[config.mk]
export PLATFORM = sky130hd
export DESIGN_NAME = framed_command_deframer
export DESIGN_NICKNAME = d
export VERILOG_FILES = /design/src/sv/fcd_pkg.sv /design/src/sv/fcd_cfg.sv /design/src/sv/fcd_parse.sv /design/src/sv/framed_command_deframer.sv
export SDC_FILE = /design/constraint.sdc
export NUM_CORES = 1
export LEC_CHECK = 0
export BUFFER_PORTS_ARGS = -buffer_cell sky130_fd_sc_hd__buf_4
export CORE_MARGIN = 5
export CORE_UTILIZATION = 45
export CTS_CLUSTER_SIZE = 10
export DETAILED_ROUTE_END_ITERATION = 12
export PLACE_DENSITY = 0.7
export SLEW_MARGIN = 20
export SYNTH_ARGS = -nofsm -noshare
export SYNTH_HDL_FRONTEND = slang
export SYNTH_SLANG_ARGS = --single-unit
export TNS_END_PERCENT = 100
[constraint.sdc]
create_clock -name clk_i -period 2.1 [get_ports clk_i]
set_clock_uncertainty 0.1 [all_clocks]
set_input_delay 0.21 -clock clk_i [delete_from_list [all_inputs] [get_ports clk_i]]
set_output_delay 0.21 -clock clk_i [all_outputs]
set_load 0.02 [all_outputs]
[src/sv/fcd_pkg.sv]
package fcd_pkg;

  localparam int unsigned MaxPayloadDef = 31;
  localparam int unsigned WordBytesDef  = 8;
  localparam int unsigned LenCap        = 32;
  localparam int unsigned TextLenMax    = 63;

  localparam logic [7:0]  HeaderFirstRst  = 8'd67;
  localparam logic [7:0]  HeaderSecondRst = 8'd77;
  localparam logic [7:0]  TailFirstRst    = 8'd10;
  localparam logic [7:0]  TailSecondRst   = 8'd10;
  localparam logic [63:0] OnWordRst       = 64'd121424618734924;
  localparam logic [3:0]  OnLengthRst     = 4'd6;
  localparam logic [63:0] OffWordRst      = 64'd28823076150199628;
  localparam logic [3:0]  OffLengthRst    = 4'd7;

  typedef enum logic [2:0] {
    CFG_HEADER_FIRST  = 3'd0,
    CFG_HEADER_SECOND = 3'd1,
    CFG_TAIL_FIRST    = 3'd2,
    CFG_TAIL_SECOND   = 3'd3,
    CFG_ON_WORD       = 3'd4,
    CFG_ON_LENGTH     = 3'd5,
    CFG_OFF_WORD      = 3'd6,
    CFG_OFF_LENGTH    = 3'd7
  } cfg_reg_e;

  typedef enum logic [1:0] {
    ST_LED_ON   = 2'd0,
    ST_LED_OFF  = 2'd1,
    ST_UNKNOWN  = 2'd2,
    ST_TOO_LONG = 2'd3
  } frame_status_e;

  typedef enum logic [1:0] {
    PS_HUNT  = 2'b01,
    PS_FRAME = 2'b10
  } parse_state_e;

  typedef struct packed {
    logic [7:0]  header_first;
    logic [7:0]  header_second;
    logic [7:0]  tail_first;
    logic [7:0]  tail_second;
    logic [63:0] on_word;
    logic [3:0]  on_length;
    logic [63:0] off_word;
    logic [3:0]  off_length;
  } cfg_t;

  typedef struct packed {
    frame_status_e frame_status;
    logic [5:0]    payload_length;
    logic          led_level;
  } result_t;

endpackage

[src/sv/fcd_cfg.sv]
module fcd_cfg (
  input  logic          clk_i,
  input  logic          rst_ni,
  input  logic          cfg_valid_i,
  input  logic [2:0]    cfg_index_i,
  input  logic [63:0]   cfg_data_i,
  output fcd_pkg::cfg_t cfg_o
);
  import fcd_pkg::*;

  cfg_t cfg_q, cfg_d;

  always_comb begin
    cfg_d = cfg_q;
    if (cfg_valid_i) begin
      unique case (cfg_reg_e'(cfg_index_i))
        CFG_HEADER_FIRST:  cfg_d.header_first  = cfg_data_i[7:0];
        CFG_HEADER_SECOND: cfg_d.header_second = cfg_data_i[7:0];
        CFG_TAIL_FIRST:    cfg_d.tail_first    = cfg_data_i[7:0];
        CFG_TAIL_SECOND:   cfg_d.tail_second   = cfg_data_i[7:0];
        CFG_ON_WORD:       cfg_d.on_word       = cfg_data_i;
        CFG_ON_LENGTH:     cfg_d.on_length     = cfg_data_i[3:0];
        CFG_OFF_WORD:      cfg_d.off_word      = cfg_data_i;
        CFG_OFF_LENGTH:    cfg_d.off_length    = cfg_data_i[3:0];
        default:           cfg_d = cfg_q;
      endcase
    end
  end

  always_ff @(posedge clk_i or negedge rst_ni) begin
    if (!rst_ni) begin
      cfg_q.header_first  <= HeaderFirstRst;
      cfg_q.header_second <= HeaderSecondRst;
      cfg_q.tail_first    <= TailFirstRst;
      cfg_q.tail_second   <= TailSecondRst;
      cfg_q.on_word       <= OnWordRst;
      cfg_q.on_length     <= OnLengthRst;
      cfg_q.off_word      <= OffWordRst;
      cfg_q.off_length    <= OffLengthRst;
    end else begin
      cfg_q <= cfg_d;
    end
  end

  assign cfg_o = cfg_q;

endmodule

[src/sv/fcd_parse.sv]
module fcd_parse #(
  parameter int unsigned MAX_PAYLOAD = fcd_pkg::MaxPayloadDef,
  parameter int unsigned WORD_BYTES  = fcd_pkg::WordBytesDef
) (
  input  logic             clk_i,
  input  logic             rst_ni,
  input  fcd_pkg::cfg_t    cfg_i,
  input  logic             go_i,
  input  logic [7:0]       byte_i,
  output logic             res_valid_o,
  output fcd_pkg::result_t res_o
);
  import fcd_pkg::*;

  localparam int unsigned CntW = $clog2(MAX_PAYLOAD + 2);
  localparam int unsigned LenW = (CntW > 6) ? CntW : 6;
  localparam logic [CntW-1:0] CntSat = CntW'(MAX_PAYLOAD + 1);

  parse_state_e    state_q, state_d;
  logic [7:0]      held_q, held_d;
  logic            held_vld_q, held_vld_d;
  logic [CntW-1:0] count_q, count_d;
  logic [5:0]      text_len_q, text_len_d;
  logic            text_end_q, text_end_d;
  logic            on_ok_q, on_ok_d;
  logic            off_ok_q, off_ok_d;
  logic            led_q, led_d;

  logic [3:0]      on_eff, off_eff;
  logic [7:0]      on_char, off_char;
  logic            on_fits, off_fits;
  logic            hdr_hit, tail_hit;
  logic [LenW-1:0] cnt_ext;
  result_t         res;
  logic            res_vld;

  always_comb begin
    on_eff   = (cfg_i.on_length > 4'(WORD_BYTES)) ? 4'(WORD_BYTES) : cfg_i.on_length;
    off_eff  = (cfg_i.off_length > 4'(WORD_BYTES)) ? 4'(WORD_BYTES) : cfg_i.off_length;
    on_char  = cfg_i.on_word[8*text_len_q[2:0] +: 8];
    off_char = cfg_i.off_word[8*text_len_q[2:0] +: 8];
    on_fits  = (text_len_q < 6'(on_eff)) && (on_char == held_q);
    off_fits = (text_len_q < 6'(off_eff)) && (off_char == held_q);
    hdr_hit  = held_vld_q && (held_q == cfg_i.header_first) && (byte_i == cfg_i.header_second);
    tail_hit = held_vld_q && (held_q == cfg_i.tail_first) && (byte_i == cfg_i.tail_second);
    cnt_ext  = LenW'(count_q);
  end

  always_comb begin
    state_d    = state_q;
    held_d     = held_q;
    held_vld_d = held_vld_q;
    count_d    = count_q;
    text_len_d = text_len_q;
    text_end_d = text_end_q;
    on_ok_d    = on_ok_q;
    off_ok_d   = off_ok_q;
    led_d      = led_q;
    res_vld    = 1'b0;
    res.frame_status   = ST_UNKNOWN;
    res.payload_length = (cnt_ext > LenW'(LenCap)) ? 6'(LenCap) : 6'(cnt_ext);
    res.led_level      = led_q;

    if (count_q > CntW'(MAX_PAYLOAD)) begin
      res.frame_status = ST_TOO_LONG;
    end else if (on_ok_q && (text_len_q == 6'(on_eff))) begin
      res.frame_status = ST_LED_ON;
      res.led_level    = 1'b1;
    end else if (off_ok_q && (text_len_q == 6'(off_eff))) begin
      res.frame_status = ST_LED_OFF;
      res.led_level    = 1'b0;
    end

    if (go_i) begin
      unique case (state_q)
        PS_HUNT: begin
          if (hdr_hit) begin
            state_d    = PS_FRAME;
            held_vld_d = 1'b0;
            count_d    = '0;
            text_len_d = '0;
            text_end_d = 1'b0;
            on_ok_d    = 1'b1;
            off_ok_d   = 1'b1;
          end else begin
            held_d     = byte_i;
            held_vld_d = 1'b1;
          end
        end
        PS_FRAME: begin
          if (!tail_hit) begin
            if (held_vld_q) begin
              if (count_q < CntSat) begin
                count_d = count_q + 1'b1;
              end
              if (!text_end_q) begin
                if (held_q == 8'd0) begin
                  text_end_d = 1'b1;
                end else begin
                  if (!on_fits) begin
                    on_ok_d = 1'b0;
                  end
                  if (!off_fits) begin
                    off_ok_d = 1'b0;
                  end
                  if (text_len_q < 6'(TextLenMax)) begin
                    text_len_d = text_len_q + 1'b1;
                  end
                end
              end
            end
            held_d     = byte_i;
            held_vld_d = 1'b1;
          end else begin
            res_vld    = 1'b1;
            led_d      = res.led_level;
            state_d    = PS_HUNT;
            held_d     = '0;
            held_vld_d = 1'b0;
            count_d    = '0;
            text_len_d = '0;
            text_end_d = 1'b0;
            on_ok_d    = 1'b1;
            off_ok_d   = 1'b1;
          end
        end
        default: state_d = PS_HUNT;
      endcase
    end
  end

  always_ff @(posedge clk_i or negedge rst_ni) begin
    if (!rst_ni) begin
      state_q    <= PS_HUNT;
      held_q     <= '0;
      held_vld_q <= 1'b0;
      count_q    <= '0;
      text_len_q <= '0;
      text_end_q <= 1'b0;
      on_ok_q    <= 1'b1;
      off_ok_q   <= 1'b1;
      led_q      <= 1'b0;
    end else begin
      state_q    <= state_d;
      held_q     <= held_d;
      held_vld_q <= held_vld_d;
      count_q    <= count_d;
      text_len_q <= text_len_d;
      text_end_q <= text_end_d;
      on_ok_q    <= on_ok_d;
      off_ok_q   <= off_ok_d;
      led_q      <= led_d;
    end
  end

  assign res_valid_o = res_vld;
  assign res_o       = res;

endmodule

[src/sv/framed_command_deframer.sv]
// A beat passes through the input register and then the result register, which shows its frame result, if any.
// Throughput: one received byte per cycle while no waiting result stalls it; the parser state updates in a single pass
// between the input register and the result register.
// A waiting result stalls the input register only while the result is not taken.
// Reset is asynchronous and active low: hunting for a header, LED off, configuration registers at defaults.
module framed_command_deframer #(
  parameter int unsigned MAX_PAYLOAD = fcd_pkg::MaxPayloadDef,
  parameter int unsigned WORD_BYTES  = fcd_pkg::WordBytesDef
) (
  input  logic        clk_i,
  input  logic        rst_ni,
  input  logic        cfg_valid_i,
  output logic        cfg_ready_o,
  input  logic [2:0]  cfg_index_i,
  input  logic [63:0] cfg_data_i,
  input  logic        in_valid_i,
  output logic        in_ready_o,
  input  logic [7:0]  rx_byte_i,
  output logic        out_valid_o,
  input  logic        out_ready_i,
  output logic [1:0]  frame_status_o,
  output logic [5:0]  payload_length_o,
  output logic        led_level_o
);
  import fcd_pkg::*;

  cfg_t       cfg;
  logic       in_vld_q, in_vld_d;
  logic [7:0] in_byte_q, in_byte_d;
  logic       out_vld_q, out_vld_d;
  result_t    out_q, out_d;
  logic       go;
  logic       res_vld;
  result_t    res;

  assign cfg_ready_o = 1'b1;

  fcd_cfg u_cfg (
    .clk_i       (clk_i),
    .rst_ni      (rst_ni),
    .cfg_valid_i (cfg_valid_i),
    .cfg_index_i (cfg_index_i),
    .cfg_data_i  (cfg_data_i),
    .cfg_o       (cfg)
  );

  fcd_parse #(
    .MAX_PAYLOAD (MAX_PAYLOAD),
    .WORD_BYTES  (WORD_BYTES)
  ) u_parse (
    .clk_i       (clk_i),
    .rst_ni      (rst_ni),
    .cfg_i       (cfg),
    .go_i        (go),
    .byte_i      (in_byte_q),
    .res_valid_o (res_vld),
    .res_o       (res)
  );

  assign go         = in_vld_q && (!out_vld_q || out_ready_i);
  assign in_ready_o = !in_vld_q || go;

  always_comb begin
    in_vld_d  = in_vld_q;
    in_byte_d = in_byte_q;
    if (in_valid_i && in_ready_o) begin
      in_vld_d  = 1'b1;
      in_byte_d = rx_byte_i;
    end else if (go) begin
      in_vld_d = 1'b0;
    end

    out_vld_d = out_vld_q;
    out_d     = out_q;
    if (go && res_vld) begin
      out_vld_d = 1'b1;
      out_d     = res;
    end else if (out_ready_i) begin
      out_vld_d = 1'b0;
    end
  end

  always_ff @(posedge clk_i or negedge rst_ni) begin
    if (!rst_ni) begin
      in_vld_q  <= 1'b0;
      out_vld_q <= 1'b0;
    end else begin
      in_vld_q  <= in_vld_d;
      out_vld_q <= out_vld_d;
    end
  end

  always_ff @(posedge clk_i) begin
    in_byte_q <= in_byte_d;
    out_q     <= out_d;
  end

  assign out_valid_o      = out_vld_q;
  assign frame_status_o   = out_q.frame_status;
  assign payload_length_o = out_q.payload_length;
  assign led_level_o      = out_q.led_level;

`ifndef SYNTHESIS
  a_in_hold: assert property (@(posedge clk_i) disable iff (!rst_ni)
    in_vld_q && !go |=> in_vld_q && $stable(in_byte_q))
    else $error("Input beat lost while stalled.");

  a_res_load: assert property (@(posedge clk_i) disable iff (!rst_ni)
    go && res_vld |=> out_vld_q)
    else $error("Frame result not registered.");

  a_len_cap: assert property (@(posedge clk_i) disable iff (!rst_ni)
    out_vld_q |-> payload_length_o <= 6'(LenCap))
    else $error("Payload length above cap.");

  a_led_on: assert property (@(posedge clk_i) disable iff (!rst_ni)
    out_vld_q && (out_q.frame_status == ST_LED_ON) |-> led_level_o)
    else $error("LED on status with LED dark.");

  a_led_off: assert property (@(posedge clk_i) disable iff (!rst_ni)
    out_vld_q && (out_q.frame_status == ST_LED_OFF) |-> !led_level_o)
    else $error("LED off status with LED lit.");
`endif

endmodule

## Word level (Yosys, flattened, before mapping)

Index checks and enable logic that the tools add are counted.

- Flip-flop bits (word level): 214
- Latch bits: 0
- RAM bits: 0
- Memory bits (read-only): 0
- Bits of input ports: 80
- Output and inout port bits: 12
- Memories: 0

- Add/sub/neg operators: 2
- $mul: 0
- Div/mod/pow operators: 0
- $lt $le $gt $ge: 8
- Eq/ne operators: 27
- Shift operators: 2
- Muxes and demuxes: 53
- Bitwise operators: 0
- Reduce and logical (&&, ||, !) cells: 37

Operators by type and width:

| operator | count |
|---|---|
| indexed part select 64 x 7 -> 8 bit | 2 |
| 2-to-1 mux 6 bit | 9 |
| equality test 8 bit | 6 |
| 2-to-1 mux 1 bit | 28 |
| case mux 6 bit (2 select lines) | 2 |
| AND reduction 7 bit | 3 |
| AND reduction 2 bit | 9 |
| 2-to-1 mux 8 bit | 2 |
| case mux 8 bit (2 select lines) | 1 |
| adder 6 x 1 -> 6 bit, second input constant | 2 |
| equality test 3 bit, second input constant | 4 |
| equality test 6 x 4 -> 1 bit | 2 |
| less-than comparator 6 x 4 -> 1 bit | 2 |
| less-than comparator 6 bit, second input constant | 2 |
| logical AND 1 bit | 11 |
| inequality test 3 x 1 -> 1 bit, second input constant | 3 |
| inequality test 3 bit, second input constant | 3 |
| AND reduction 3 bit | 3 |
| greater-than comparator 4 bit, second input constant | 2 |
| logical NOT 8 bit | 1 |
| 2-to-1 mux 2 bit | 4 |
| 2-to-1 mux 4 bit | 2 |
| case mux 1 bit (2 select lines) | 4 |
| equality test 3 x 2 -> 1 bit, second input constant | 2 |
| 15 further kinds | 20 |

## Longest topological paths before layout

Gate-level depths: netlist of run 1.

- Word-level depth: 10
- Gate-level depth with buffers: 9
- Gate-level depth less buffers: 8

## Modules after synthesis

A second synthesis of run 1 with hierarchy kept.

- Cell total of the unflattened synthesis: 747
- Area, all modules: 10294.9 µm²

Modules (own cells, without submodules):

| module | instances | cells an instance | area each (µm²) | seq. area each (µm²) |
|---|---|---|---|---|
| fcd_cfg | 1 | 362 | 6398.6 | 4290.4 |
| fcd_parse | 1 | 356 | 3263.1 | 679.4 |
| framed_command_deframer | 1 | 29 | 633.1 | 560.5 |

## Worst setup path before layout of run 1

No wires, ideal clock.

- Kind: register -> register
- Start: reg u_parse.held_q[2]
- End: reg out_q (netlist bit frame_status_o[0]) (enable)
- Library setup time: 329 ps
- Arrival: 1770 ps
- Required time: 1671 ps
- Slack: -99 ps
- Stages on the path, launching flop included: 7
- Path buffers: 1
- Cells stage by stage: dfrtp_1 buf_6 xor2_1 nor4_2 nand4_1 or4_4 inv_1

- Longest elaborated chain between the ends: 7

Ends and longest elaborated chain:

| what | line | text |
|---|---|---|
| start, declared | fcd_parse.sv:20 | `logic [7:0] held_q, held_d;` |
| start signal, assigned | fcd_parse.sv:145 | `held_q <= held_d;` |
| equality test 8 bit | fcd_parse.sv:45 | `tail_hit = held_vld_q && (held_q == cfg_i.tail_first) && (byte_i == cfg_i.tail_second);` |
| logical AND 1 bit (2 in a row) | fcd_parse.sv:45 |  |
| 2-to-1 mux 1 bit | fcd_parse.sv:91 | `if (!tail_hit) begin` |
| 2-to-1 mux 1 bit | fcd_parse.sv:75 | `unique case (state_q)` |
| 2-to-1 mux 1 bit | fcd_parse.sv:74 | `if (go_i) begin` |
| logical AND 1 bit | framed_command_deframer.sv:75 | `if (go && res_vld) begin` |
| end signal, assigned | framed_command_deframer.sv:95 | `out_q <= out_d;` |
| end, declared | framed_command_deframer.sv:31 | `result_t out_q, out_d;` |

No other way between the ends.
A chain may end at the register's enable or synchronous reset.

## Worst setup path after layout of run 1

- Start: reg in_byte_q[5]
- End: reg out_q (netlist bit payload_length_o[1]) (enable)

- Longest elaborated chain between the ends: 6

Ends and longest elaborated chain:

| what | line | text |
|---|---|---|
| start, declared | framed_command_deframer.sv:29 | `logic [7:0] in_byte_q, in_byte_d;` |
| start signal, assigned | framed_command_deframer.sv:94 | `in_byte_q <= in_byte_d;` |
| equality test 8 bit | fcd_parse.sv:45 |  |
| logical AND 1 bit | fcd_parse.sv:45 |  |
| 2-to-1 mux 1 bit | fcd_parse.sv:91 |  |
| 2-to-1 mux 1 bit | fcd_parse.sv:75 |  |
| 2-to-1 mux 1 bit | fcd_parse.sv:74 |  |
| logical AND 1 bit | framed_command_deframer.sv:75 |  |

No other way between the ends.

==> results of run 1 <==
==> cell families after synthesis <==
group | Yosys count | share of synthesized area
adders and majority gates | 13 | 0.0157
other | 1 | 0.000362
xor gates and xnor gates | 49 | 0.0414
AOI/OAI and AO/OA | 72 | 0.0554
and+or+nand+nor | 121 | 0.0688
DFF | 214 | 0.534
muxes | 227 | 0.255
buffers and inverters | 55 | 0.0296
==> cells in the mapped netlist (12+ instances only) <==
cell type,n,share of area
dfstp_2,72,0.18
dfrtp_1,125,0.30
mux2_2,168,0.18
nor2_1,14,0.0051
nor2b_1,12,0.0072
xor2_1,30,0.025
xnor2_1,19,0.016
a22o_1,20,0.017
buf_2,14,0.0068
edfxtp_1,17,0.049
ha_1,13,0.016
mux2i_1,46,0.044
clkbuf_1,14,0.0051
inv_1,13,0.0047
nand2_1,21,0.0076
==> registers in the layout, indices dropped and copies added (netlist names), 2 cells and up <==
| register | flops |
|---|---|
| u_parse.text_len_q | 6 |
| u_parse.cnt_ext | 6 |
| u_parse.held_q | 8 |
| u_parse.state_q | 2 |
| u_cfg.cfg_o | 168 |
| frame_status_o | 2 |
| in_byte_q | 8 |
| payload_length_o | 6 |
==> per-layer routing <==
metal,up-vias,GRT usage,part of all wire
li1,3246,-,-
met1,3602,0.262,0.43
met2,146,0.344,0.51
met3,45,0.0256,0.035
met4,0,0.0523,0.025
met5,-,0,0
==> power by group <==
part / leakage, uW / switching, uW / internal [uW]
sequential: 0.00242 / 454 / 5140
clock: 0.000342 / 1650 / 2270
combinational: 0.00293 / 987 / 1330
total: 0.00569 / 3090 / 8740
==> metrics by stage <==
step | setup TNS [ns] | instance area (sq um) | hold slack [ns] | setup slack, ns
global placement | -7.45 | 11900 | 0.162 | -0.299
finish | -3.50 | 13700 | 0.132 | -0.166
detailed placement | -7.52 | 11900 | 0.160 | -0.336
global route | -7.70 | 13700 | 0.146 | -0.299
floorplan | -0.232 | 10400 | -0.186 | -0.0258
CTS | -2.80 | 13600 | 0.122 | -0.177
==> final cells by class <==
class                      instances  area (sq um)  area share
timing repair buffer             249          2220       0.163
antenna                            1          2.50    0.000183
tap                              285           357      0.0261
clock inverter                     1          8.76    0.000640
inverter                          13          52.6     0.00384
multi-input combinational        483          4780       0.350
timing repair inverter             1          7.51    0.000549
sequential                       214          5530       0.405
clock buffer                      45           711      0.0520
==> layout by cell type (no fill, tap or decap), types with 8 or more instances in the layout <==
cell / instances
a22o_1: 20
and2_1: 9
buf_12: 10
buf_4: 153
buf_6: 9
clkbuf_1: 19
clkbuf_16: 25
dfrtp_1: 123
dfstp_2: 72
dlygate4sd3_1: 76
edfxtp_1: 17
ha_1: 13
inv_1: 12
mux2_2: 168
mux2i_1: 45
mux4_2: 12
nand2_1: 21
nand4_1: 8
nor2_1: 14
nor2b_1: 10
nor4_2: 9
xnor2_1: 16
xor2_1: 26
==> worst register-to-register path: cells and delay by family, from the launching register on <==
| kind | cells | cell delay, ns |
|---|---|---|
| buf+inv | 1 | 0.15 |
| xor+xnor | 1 | 0.19 |
| simple gates | 3 | 1.10 |
| flops | 1 | 0.43 |
==> worst max-delay path by stage <==
| stage | from | end | slack, ns |
|---|---|---|---|
| 6_report | in_byte_q[5] | payload_length_o[1] | -0.17 |
| 2_1_floorplan | u_parse.held_q[2] | frame_status_o[0] | -0.03 |
| 3_5_place_dp | u_parse.text_len_q[0] | u_parse.on_ok_q | -0.34 |
| 5_1_grt | in_byte_q[3] | u_parse.held_q[2] | -0.30 |
| 3_3_place_gp | in_byte_q[5] | u_parse.text_len_q[1] | -0.30 |
| 4_1_cts | u_cfg.cfg_o[137] | payload_length_o[3] | -0.18 |
==> repair_timing <==
item	4_1_cts	5_1_grt
hold endpoints to repair	228	0
pin swaps	22	6
hold buffers	76	0
setup endpoints to repair	37	36
gates resized for setup	44	19
cloned	2	0
setup buffers	4	4
==> flow_metrics.env, run 1 <==
export IMPL_crit_family="simple AND/OR/NAND/NOR gates"
export IMPL_max_stage_delay_ns=0.58
export IMPL_num_vias=7039
export IMPL_core_area_sq_um=22600
export IMPL_power_total_uw=11800
export IMPL_slew_headroom=0.593
export IMPL_hold_depth=3
export IMPL_crit_buf_inv=1
export IMPL_grt_pass1_wl_um=41400
export IMPL_clkSinkCount=214
export IMPL_utilization=0.604
export IMPL_cts_path_max_buffers=3
export IMPL_place_inst=1161
export IMPL_hold_viol=0
export IMPL_min_period_ns=2.27
export IMPL_min_path_type="input port to flop"
export IMPL_syn_avg_cell_area_sq_um=13.8
export IMPL_holdCritStartpoint="cfg_index_i[2]"
export IMPL_r2r_slack_ns=-0.17
export IMPL_p_per_area_nw_per_um2=865
export IMPL_synth_cell_area_sq_um=10400
export IMPL_timing_fmax_mhz=441
export IMPL_ys_types=65
export IMPL_root_buffer="clkbuf_16"
export IMPL_synth_edf_count=17
export IMPL_grt_antenna_before_repair=0
export IMPL_worst_pin_slew_ns=0.610
export IMPL_cts_buffers=25
export IMPL_synth_net_count=845
export IMPL_start_util=0.458
export IMPL_fillers=1742
export IMPL_cp_end_kind="flop"
export IMPL_finalCritPeriodShare=1.08
export IMPL_status="finished with violations"
export IMPL_antenna_left=0
export IMPL_die_area_sq_um=26200
export IMPL_whs_endpoint="u_cfg.cfg_o[3]"
export IMPL_r2r_start="in_byte_q[5]"
export IMPL_viasPerCell=5.45
export IMPL_grt_max_degree=66
export IMPL_r2r_end="payload_length_o[1]"
export IMPL_grt_overflow=0
export IMPL_ir_drop_mv=0.602
export IMPL_grtUsageTotal=0.197
export IMPL_path_max_fanout=5
export IMPL_nets=1080
export IMPL_clk_latency_ns=0.52
export IMPL_crit_path_top_delay_cell="or4_4"
export IMPL_yosys_register_bits=214
export IMPL_criticalPathCategory="flop to flop"
export IMPL_ys_seq_area_frac=0.534
export IMPL_setup_viol=31
export IMPL_cp_start_kind="flop"
export IMPL_gp_congestion=0.875
export IMPL_grt_setup_unrepaired="true"
export IMPL_ff2ff_path_depth=5
export IMPL_numPortBuffers=90
export IMPL_path_cells="xor2_1 -> nor4_2 -> nand4_1 -> or4_4 -> clkinvlp_4"
export IMPL_drc=0
export IMPL_cap_violations=0
export IMPL_cp_num_cells=5
export IMPL_violations="setup timing"
export IMPL_pin_count=92
export IMPL_place_hpwl_um=17300
export IMPL_fp_dieH_um=162
export IMPL_drtIter0Drc=387
export IMPL_ys_flop_type="dfrtp_1"
export IMPL_first_pass_iters=6
export IMPL_finalNonFillerCells=1292
export IMPL_worstPathArrival_ns=2.39
export IMPL_async_reset_ff_frac=0.921
export IMPL_row_count=55
export IMPL_grt_pass1_vias=7477
export IMPL_syn_to_final_growth_pct=32.0
export IMPL_fin_ws_ns=-0.166
export IMPL_drv_slew=0
export IMPL_synthCells=752
export IMPL_p_leak_uw=0.00569
export IMPL_clkTransAtPathRegs_ns=0.06
export IMPL_drt_total_wl_um=25700
export IMPL_synth_warnings=0
export IMPL_die_w_um=162
export IMPL_htree_levels=1
export IMPL_cp_required_ns=2.22
export IMPL_drive_gt1_frac=0.507
export IMPL_wl_per_cell_um=19.9
export IMPL_cts_tree="yes"
No activity file was read; power rests on OpenSTA's default activity.
==> run 2, diff against run 1 <==
--- a/config.mk
+++ b/config.mk
@@ -6,11 +6,13 @@
 export NUM_CORES = 1
 export LEC_CHECK = 0
 export BUFFER_PORTS_ARGS = -buffer_cell sky130_fd_sc_hd__buf_4
+export CELL_PAD_IN_SITES_DETAIL_PLACEMENT = 2
+export CELL_PAD_IN_SITES_GLOBAL_PLACEMENT = 2
 export CORE_MARGIN = 5
-export CORE_UTILIZATION = 45
+export CORE_UTILIZATION = 38
 export CTS_CLUSTER_SIZE = 10
 export DETAILED_ROUTE_END_ITERATION = 12
-export PLACE_DENSITY = 0.7
+export PLACE_DENSITY = 0.81
 export SLEW_MARGIN = 20
 export SYNTH_ARGS = -nofsm -noshare
 export SYNTH_HDL_FRONTEND = slang
==> run 2 against run 1 <==
Against the previous run:
- the flow still finishes with violations (setup timing)
- critical endpoint is now u_parse.held_q[0]
- sequential share of layout area is 0.99 points lower
- highest routed layer unchanged
- sequential power increased by 5.0%
- clock power is 13% higher
- fmax is 12% lower
- final cell count grew 5.3%
- design area is 2.5% higher
- worst hold slack got worse by 0.078 ns
- routed wire length grew 77%
- via count rose by 12%
- global-route usage is 8.0 points higher
==> flow_metrics.env, run 2 (same netlist as run 1, synthesis figures left out) <==
export IMPL_row_count=60
export IMPL_crit_buf_inv=2
export IMPL_status="finished with violations"
export IMPL_fin_hold_ws_ns=0.0542
export IMPL_power_total_uw=13200
export IMPL_pin_count=92
export IMPL_place_area_sq_um=11900
export IMPL_die_area_sq_um=30700
export IMPL_drt_total_wl_um=45400
export IMPL_p_per_area_nw_per_um2=939
export IMPL_setup_viol=37
export IMPL_gp_congestion=0.826
export IMPL_viasPerCell=5.81
export IMPL_core_area_sq_um=26900
export IMPL_first_pass_iters=5
export IMPL_path_max_fanout=8
export IMPL_cp_common_cell="buf_4"
export IMPL_cp_required_ns=2.40
export IMPL_fillers=2443
export IMPL_largest_register_ffs=168
export IMPL_syn_to_final_growth_pct=35.4
export IMPL_slew_headroom=0.596
export IMPL_cts_path_max_buffers=3
export IMPL_grt_pass1_wl_um=64000
export IMPL_cp_start_kind="flop"
export IMPL_fin_area_sq_um=14000
export IMPL_max_stage_delay_ns=0.45
export IMPL_cts_buffers=26
export IMPL_crit_family="simple AND/OR/NAND/NOR gates"
export IMPL_clkSinkCount=214
export IMPL_place_hpwl_um=23500
export IMPL_area_sequential_sq_um=5540
export IMPL_r2r_slack_ns=-0.47
export IMPL_worst_pin_slew_ns=0.599
export IMPL_crit_path_top_delay_cell="edfxtp_1"
export IMPL_min_path_type="input port to async pin"
export IMPL_grt_antenna_before_repair=0
export IMPL_cap_violations=0
export IMPL_cp_end_kind="flop"
export IMPL_layout_common_cells="mux2_2 (168), buf_4 (161), dfrtp_1 (121)"
export IMPL_num_vias=7912
export IMPL_multi_input_area_sq_um=4870
export IMPL_drtIter0Drc=553
export IMPL_min_period_ns=2.57
export IMPL_fin_ws_ns=-0.465
export IMPL_antenna_left=0
export IMPL_timing_fmax_mhz=390
export IMPL_drive_gt1_frac=0.528
export IMPL_cts_tree="yes"
export IMPL_finalCritPeriodShare=1.22
export IMPL_path_cells="buf_4 -> xnor2_2 -> nor4bb_2 -> nand4_1 -> nor3_2 -> a2111oi_2 -> buf_4 -> a22o_1"
export IMPL_fp_dieH_um=175
export IMPL_criticalPathCategory="flop to flop"
export IMPL_numPortBuffers=90
export IMPL_ir_drop_mv=0.733
export IMPL_grt_max_degree=68
export IMPL_final_common_cell="mux2_2"
export IMPL_violations="setup timing"
export IMPL_clk_latency_ns=0.54
export IMPL_htree_levels=1
export IMPL_clkTransAtPathRegs_ns=0.06
export IMPL_grt_setup_unrepaired="true"
export IMPL_wl_per_cell_um=33.4
export IMPL_worstPathArrival_ns=2.87
export IMPL_grt_pass1_vias=9250
export IMPL_nets=1093
export IMPL_drv_slew=0
export IMPL_grtUsageTotal=0.277
export IMPL_p_leak_uw=0.00582
export IMPL_die_w_um=175
export IMPL_start_util=0.386
export IMPL_grt_overflow=0
export IMPL_antenna_cells=0
export IMPL_dp_slack_ns=-0.483
export IMPL_drc=0
export IMPL_hold_viol=0
export IMPL_root_buffer="clkbuf_16"
## run 2: path summary, 6_finish.rpt
check / start / to / depth (start not counted)
min in group clk_i: cfg_index_i[0] / u_cfg.cfg_o[68] / 3
worst min register to register: u_cfg.cfg_o[59] / u_cfg.cfg_o[59] / 1
worst min-delay path: rst_ni / u_cfg.cfg_o[73] / 2
worst max-delay path: in_byte_q[4] / u_parse.held_q[0] / 8
worst max register to register: in_byte_q[4] / u_parse.held_q[0] / 8
max in group asynchronous: rst_ni / u_cfg.cfg_o[96] / 3
## run 2: timing repair
action / in CTS / in global routing
buffers inserted: 8 / 9
resized for setup: 58 / 30
gates cloned: 2 / 0
endpoints found under the setup margin: 36 / 40
pin swaps: 21 / 11
endpoints found under the hold margin: 313 / 0
hold buffers: 76 / 0
## run 2: final cells by class
class / instances / area share
sequential: 214 / 0.395
clock buffer: 46 / 0.0561
tap: 341 / 0.0304
inverter: 13 / 0.00375
timing repair inverter: 1 / 0.000535
timing repair buffer: 261 / 0.166
clock inverter: 2 / 0.000714
multi-input combinational: 483 / 0.348
## run 2: metal layers
layer  part of all wire  vias to the layer above  GRT usage  wire [um]
li1                   -                     3247          -          -
met1               0.38                     4214      0.324      17200
met2               0.52                      314      0.497      23600
met3              0.050                      137     0.0435       2270
met4              0.051                        0      0.132       2320
met5                  0                        -          0          0
## run 2: metrics by stage
stage                     TNS [ns]   util  cells
after CTS                    -7.06  0.514   1352
after global routing        -14.68  0.522   1361
after detailed placement    -11.39  0.443   1219
final                       -12.69  0.522   1361
after floorplan             -0.232      -    752
after global placement       -5.30  0.443   1219
## run 2: report_power, final
group	internal [uW]	total (uW)	switching [uW]	leakage, uW
registers	5150	5880	724	0.00242
logic	1380	2870	1490	0.00302
clock network	2520	4420	1900	0.000387
total	9050	13200	4110	0.00582
## run 2: worst register-to-register path, stage by stage (launching register included)
cell and delay, ns:
edfxtp_1 0.45, buf_4 0.20, xnor2_2 0.21, nor4bb_2 0.43, nand4_1 0.25, nor3_2 0.29, a2111oi_2 0.07, buf_4 0.20
a22o_1 0.24
